**config.mk**
```make
export PLATFORM = sky130hd
export DESIGN_NAME = msjd_cell
export DESIGN_NICKNAME = d
export VERILOG_FILES = /design/src/rtl/core/msjd_pkg.sv /design/src/rtl/core/msjd_cell.sv
export SDC_FILE = /design/constraint.sdc
export NUM_CORES = 1
export LEC_CHECK = 0
export BUFFER_PORTS_ARGS = -buffer_cell sky130_fd_sc_hd__buf_2
export CAP_MARGIN = 20
export CORE_MARGIN = 5
export CORE_UTILIZATION = 46
export CTS_BUF_LIST = sky130_fd_sc_hd__clkbuf_8 sky130_fd_sc_hd__clkbuf_16
export DETAILED_ROUTE_END_ITERATION = 16
export GPL_TIMING_DRIVEN = 0
export PLACE_DENSITY = 0.9
export SETUP_SLACK_MARGIN = 0.02
export SLEW_MARGIN = 0
export SYNTH_ARGS = -nofsm -noshare
export SYNTH_HDL_FRONTEND = slang
export SYNTH_SLANG_ARGS = --single-unit
export TNS_END_PERCENT = 100
```
**constraint.sdc**
```tcl
create_clock -name clk -period 11.3 [get_ports clk]
set_clock_uncertainty 0.2 [all_clocks]
set_input_delay 1.13 -clock clk [delete_from_list [all_inputs] [get_ports clk]]
set_output_delay 1.13 -clock clk [all_outputs]
set_load 0.01 [all_outputs]
```
**src/rtl/core/msjd_pkg.sv**
```systemverilog
`timescale 1ns / 1ps
// Package for the multi-server job dispatcher: item types, job record,
// event and command codes, FSM states and the queue ordering function.
// No dependencies.
`default_nettype none
package msjd_pkg;

	localparam int DEF_QUEUE_DEPTH    = 64;
	localparam int DEF_MAX_PROCESSORS = 4;

	localparam logic CMD_PUSH = 1'b0;
	localparam logic CMD_TICK = 1'b1;

	localparam logic [2:0] EV_ACCEPTED = 3'd0;
	localparam logic [2:0] EV_DROPPED  = 3'd1;
	localparam logic [2:0] EV_FINISHED = 3'd2;
	localparam logic [2:0] EV_STARTED  = 3'd3;
	localparam logic [2:0] EV_TICK_END = 3'd4;

	typedef struct packed {
		logic [7:0]  jtype;
		logic [15:0] arrival;
		logic [15:0] ptime;
		logic [15:0] number;
	} job_t;

	typedef struct packed {
		logic        command;
		logic [7:0]  job_type;
		logic [15:0] arrival_time;
		logic [15:0] processing_time;
		logic [15:0] job_number;
	} in_t;

	typedef struct packed {
		logic [2:0]  event_kind;
		logic [1:0]  processor_index;
		logic [15:0] out_job_number;
		logic [7:0]  out_job_type;
		logic [15:0] out_processing_time;
		logic [15:0] event_time;
		logic        last;
	} out_t;

	// shift controls broadcast along the row of queue cells
	typedef struct packed {
		logic ins;
		logic pop;
	} cell_ctl_t;

	typedef enum logic [2:0] {
		ST_IDLE,
		ST_PUSH,
		ST_FIN,
		ST_START,
		ST_END
	} state_t;

	// true when a stays ahead of b
	function automatic logic not_after(input job_t a, input job_t b);
		if (a.arrival != b.arrival) begin
			return a.arrival < b.arrival;
		end
		return a.jtype <= b.jtype;
	endfunction

endpackage
`default_nettype wire

```
**src/rtl/core/msjd_cell.sv**
```systemverilog
`timescale 1ns / 1ps
// One cell of the ordered job queue: holds one job, shifts left on pop,
// opens a gap and takes the new job on insert. Depends on msjd_pkg.
`default_nettype none
module msjd_cell (
	input  wire                  clk,
	input  msjd_pkg::cell_ctl_t  ctl,
	input  wire                  occ,
	input  msjd_pkg::job_t       new_job,
	input  msjd_pkg::job_t       left_job,
	input  wire                  left_keep,
	input  msjd_pkg::job_t       right_job,
	output msjd_pkg::job_t       job,
	output logic                 keep
);

	msjd_pkg::job_t job_q;

	assign job  = job_q;
	// this entry stays in place on insert
	assign keep = occ && msjd_pkg::not_after(job_q, new_job);

	always_ff @(posedge clk) begin
		if (ctl.pop) begin
			job_q <= right_job;
		end else if (ctl.ins && !keep) begin
			job_q <= left_keep ? new_job : left_job;
		end
	end

endmodule
`default_nettype wire

```
==> flow_metrics.env <==
export IMPL_ys_ff_latch=56
export IMPL_fp_coreArea_um2=7290
export IMPL_r2r_start="job[47]"
export IMPL_powerDensity_nw_per_um2=108
export IMPL_ys_types=25
export IMPL_clock_path_buffers=2
export IMPL_fillers=594
export IMPL_crit_path_end="keep"
export IMPL_critPathBufInv=3
export IMPL_root_buffer="clkbuf_8"
export IMPL_setup_ws_ps=7150
export IMPL_rows=31
export IMPL_setup_viol=0
export IMPL_drtIter0Drc=124
export IMPL_arrival_ps=2820
export IMPL_cts_resized=0
export IMPL_power_uw=526
export IMPL_largest_reg_flops=56
export IMPL_fin_crit_sh_pct=36.7
export IMPL_crit_required_ps=9970
export IMPL_grt_pass1_wl_mm=17.5
export IMPL_crit_start="new_job[33]"
export IMPL_vdd_ir_drop_worst_v=0.0000653
export IMPL_syn_area_per_cell_um2=10.5
export IMPL_start_util_pct=47.7
export IMPL_path_class="input port to output port"
export IMPL_cp_end_kind="output port"
export IMPL_max_stage_delay_ps=520
export IMPL_synth_common_cells="58 x nand2_1, 57 x o21ai_0, 56 x edfxtp_1, 56 x mux2i_1, 25 x inv_1"
export IMPL_crit_family="simple AND/OR/NAND/NOR gates"
export IMPL_die_h_um=97.0
export IMPL_multi_input_area_um2=1640
export IMPL_ant_nets=0
export IMPL_rsz0062_at_grt="false"
export IMPL_hold_class="input port to flop"
export IMPL_drt_pass1_iter_count=4
export IMPL_start_kind="input port"
export IMPL_synth_most_common_cell="nand2_1"
export IMPL_drc=0
export IMPL_die_area_um2=9400
export IMPL_netlist_area_leader_share_pct=48.3
export IMPL_slowest_stage="nor4_1"
export IMPL_yosys_warnings=0
export IMPL_rr_worst_depth=6
export IMPL_maxCapViolations=0
export IMPL_syn_to_final_growth_pct=40.4
export IMPL_tritoncts="built"
export IMPL_wire_per_inst_um=16.5
export IMPL_grt_max_degree=28
export IMPL_holdBufCountCts=0
export IMPL_dp_slack_ps=7160
export IMPL_synth_nets=527
export IMPL_yosysTopAreaCell="edfxtp_1"
export IMPL_layout_drive_gt1_share_pct=43.4
export IMPL_worst_path_stages=9
export IMPL_ys_top_cells_by_area="edfxtp_1 48%, mux2i_1 16%, ha_1 8.6%"
export IMPL_wirelength_mm=11.0
export IMPL_p_leak_nw=2.53
export IMPL_clkSinkCount=56
export IMPL_slew_violations=0
export IMPL_htreeDepth=2
export IMPL_r2r_end="job[30]"
export IMPL_worst_pin_slew_ps=588
export IMPL_finish_utilization_pct=67.0
export IMPL_dp_hpwl_mm=9.15
export IMPL_diodes=0
export IMPL_clk_latency_ps=310
export IMPL_fin_tns_setup_ps=0
export IMPL_syn_inst=330
export IMPL_path_common_cell="buf_2"
export IMPL_grt_use_total_pct=22.4
export IMPL_synth_main_ff_cell="edfxtp_1"
export IMPL_seq_area_um2=1680
export IMPL_vias=3407
export IMPL_nNetsFinal=763
export IMPL_path_cells="buf_2 -> inv_1 -> ha_1 -> nor2b_1 -> o211ai_2 -> a2111oi_2 -> nor4_1 -> o211a_1 -> buf_2"
export IMPL_viasPerCell=5.12
export IMPL_min_period_ps=4150
export IMPL_antenna_found_initial=0
export IMPL_min_from="right_job[33]"
export IMPL_syn_area_um2=3480
export IMPL_clk_pin_slew_ps=100
export IMPL_io_pins=230
export IMPL_async_flop_share_pct=0
export IMPL_grt_pass1_vias=3730
export IMPL_clock_fmax_mhz=241
export IMPL_slew_headroom_pct=60.5
export IMPL_cts_made_buffers=5
export IMPL_grt_ovfl_total=0
export IMPL_post_cts_setup_buffers=0
export IMPL_synth_edff_count=56
export IMPL_cp_max_fo=2
export IMPL_chipWidth_um=97.0
export IMPL_port_buffers=227
export IMPL_hold_viol_final=0
export IMPL_r2r_setup_slack_ps=8570
export IMPL_routabilityCongestion=0.882
export IMPL_outcome="complete, no violations"
export IMPL_ys_seq_area_share_pct=48.3
## worst reg2reg max path, delay by kind of cell (launching register included)
kind            cells  cell delay (ps)
compound gates      2              860
flops               1              410
fa+ha+maj           1              350
simple gates        2              350
buf+inv             1              260
## placed cells by master (no fill, tap or decap), types with 2 or more instances in the layout
master,count
ha_1,24
a21o_1,3
clkbuf_1,12
clkbuf_8,5
o21ai_0,57
mux2i_1,56
a21oi_1,9
inv_1,27
buf_4,4
nor2b_1,2
nand3_1,3
buf_2,229
nand4_1,5
nand2_1,58
o211ai_1,2
nand2b_1,2
edfxtp_1,56
## layout make-up
cell class                 instances  share of cell area, %
sequential                        56                   34.4
multi-input combinational        231                   33.5
timing repair buffer             229                   24.2
tap                               99                   2.54
inverter                          25                   1.92
buffer                            18                   1.74
clock buffer                       5                   1.41
clock inverter                     3                  0.231
## kinds of logic (layout without fill, tap and decap cells)
| family | Yosys count | after routing | synth area share (%) |
|---|---|---|---|
| flip-flops | 56 | 56 | 48.3 |
| AND/OR/NAND/NOR | 74 | 74 | 9.39 |
| adder cells (fa/ha/maj) | 24 | 24 | 8.63 |
| buffers and inverters | 43 | 280 | 5.14 |
| AO/OA/AOI/OAI | 77 | 77 | 12.4 |
| multiplexers | 56 | 56 | 16.1 |
## worst min-delay path by stage
stage	endpoint	slack (ps)	depth (start not counted)
after floorplan	job[53]	1120	2
after detailed placement	job[46]	970	4
final	job[33]	900	3
after global routing	job[6]	900	3
after CTS	job[8]	900	3
after global placement	job[31]	1210	3
## power breakdown
part	switching (mW)	internal (mW)
Clock	0.0651	0.0417
Sequential	0.00912	0.259
Combinational	0.0808	0.0699
Total	0.155	0.371
## stage by stage
step / area [um2] / instances / hold WS, ps
floorplan: 3480 / 330 / 1120
global placement: 4740 / 656 / 1210
detailed placement: 4800 / 658 / 969
CTS: 4880 / 666 / 898
global route: 4880 / 666 / 903
finish: 4880 / 666 / 900
## routing by layer
metal  vias up  wire, um  part of all wire (%)  track usage (%)
met3        10       867                   7.9             5.68
met2       151      6070                    55             44.7
met5         -         0                     0                0
li1       1670         -                     -                -
met4         0       116                   1.1             4.32
met1      1576      3940                    36             23.4
Power figures use the tool's default switching activity.
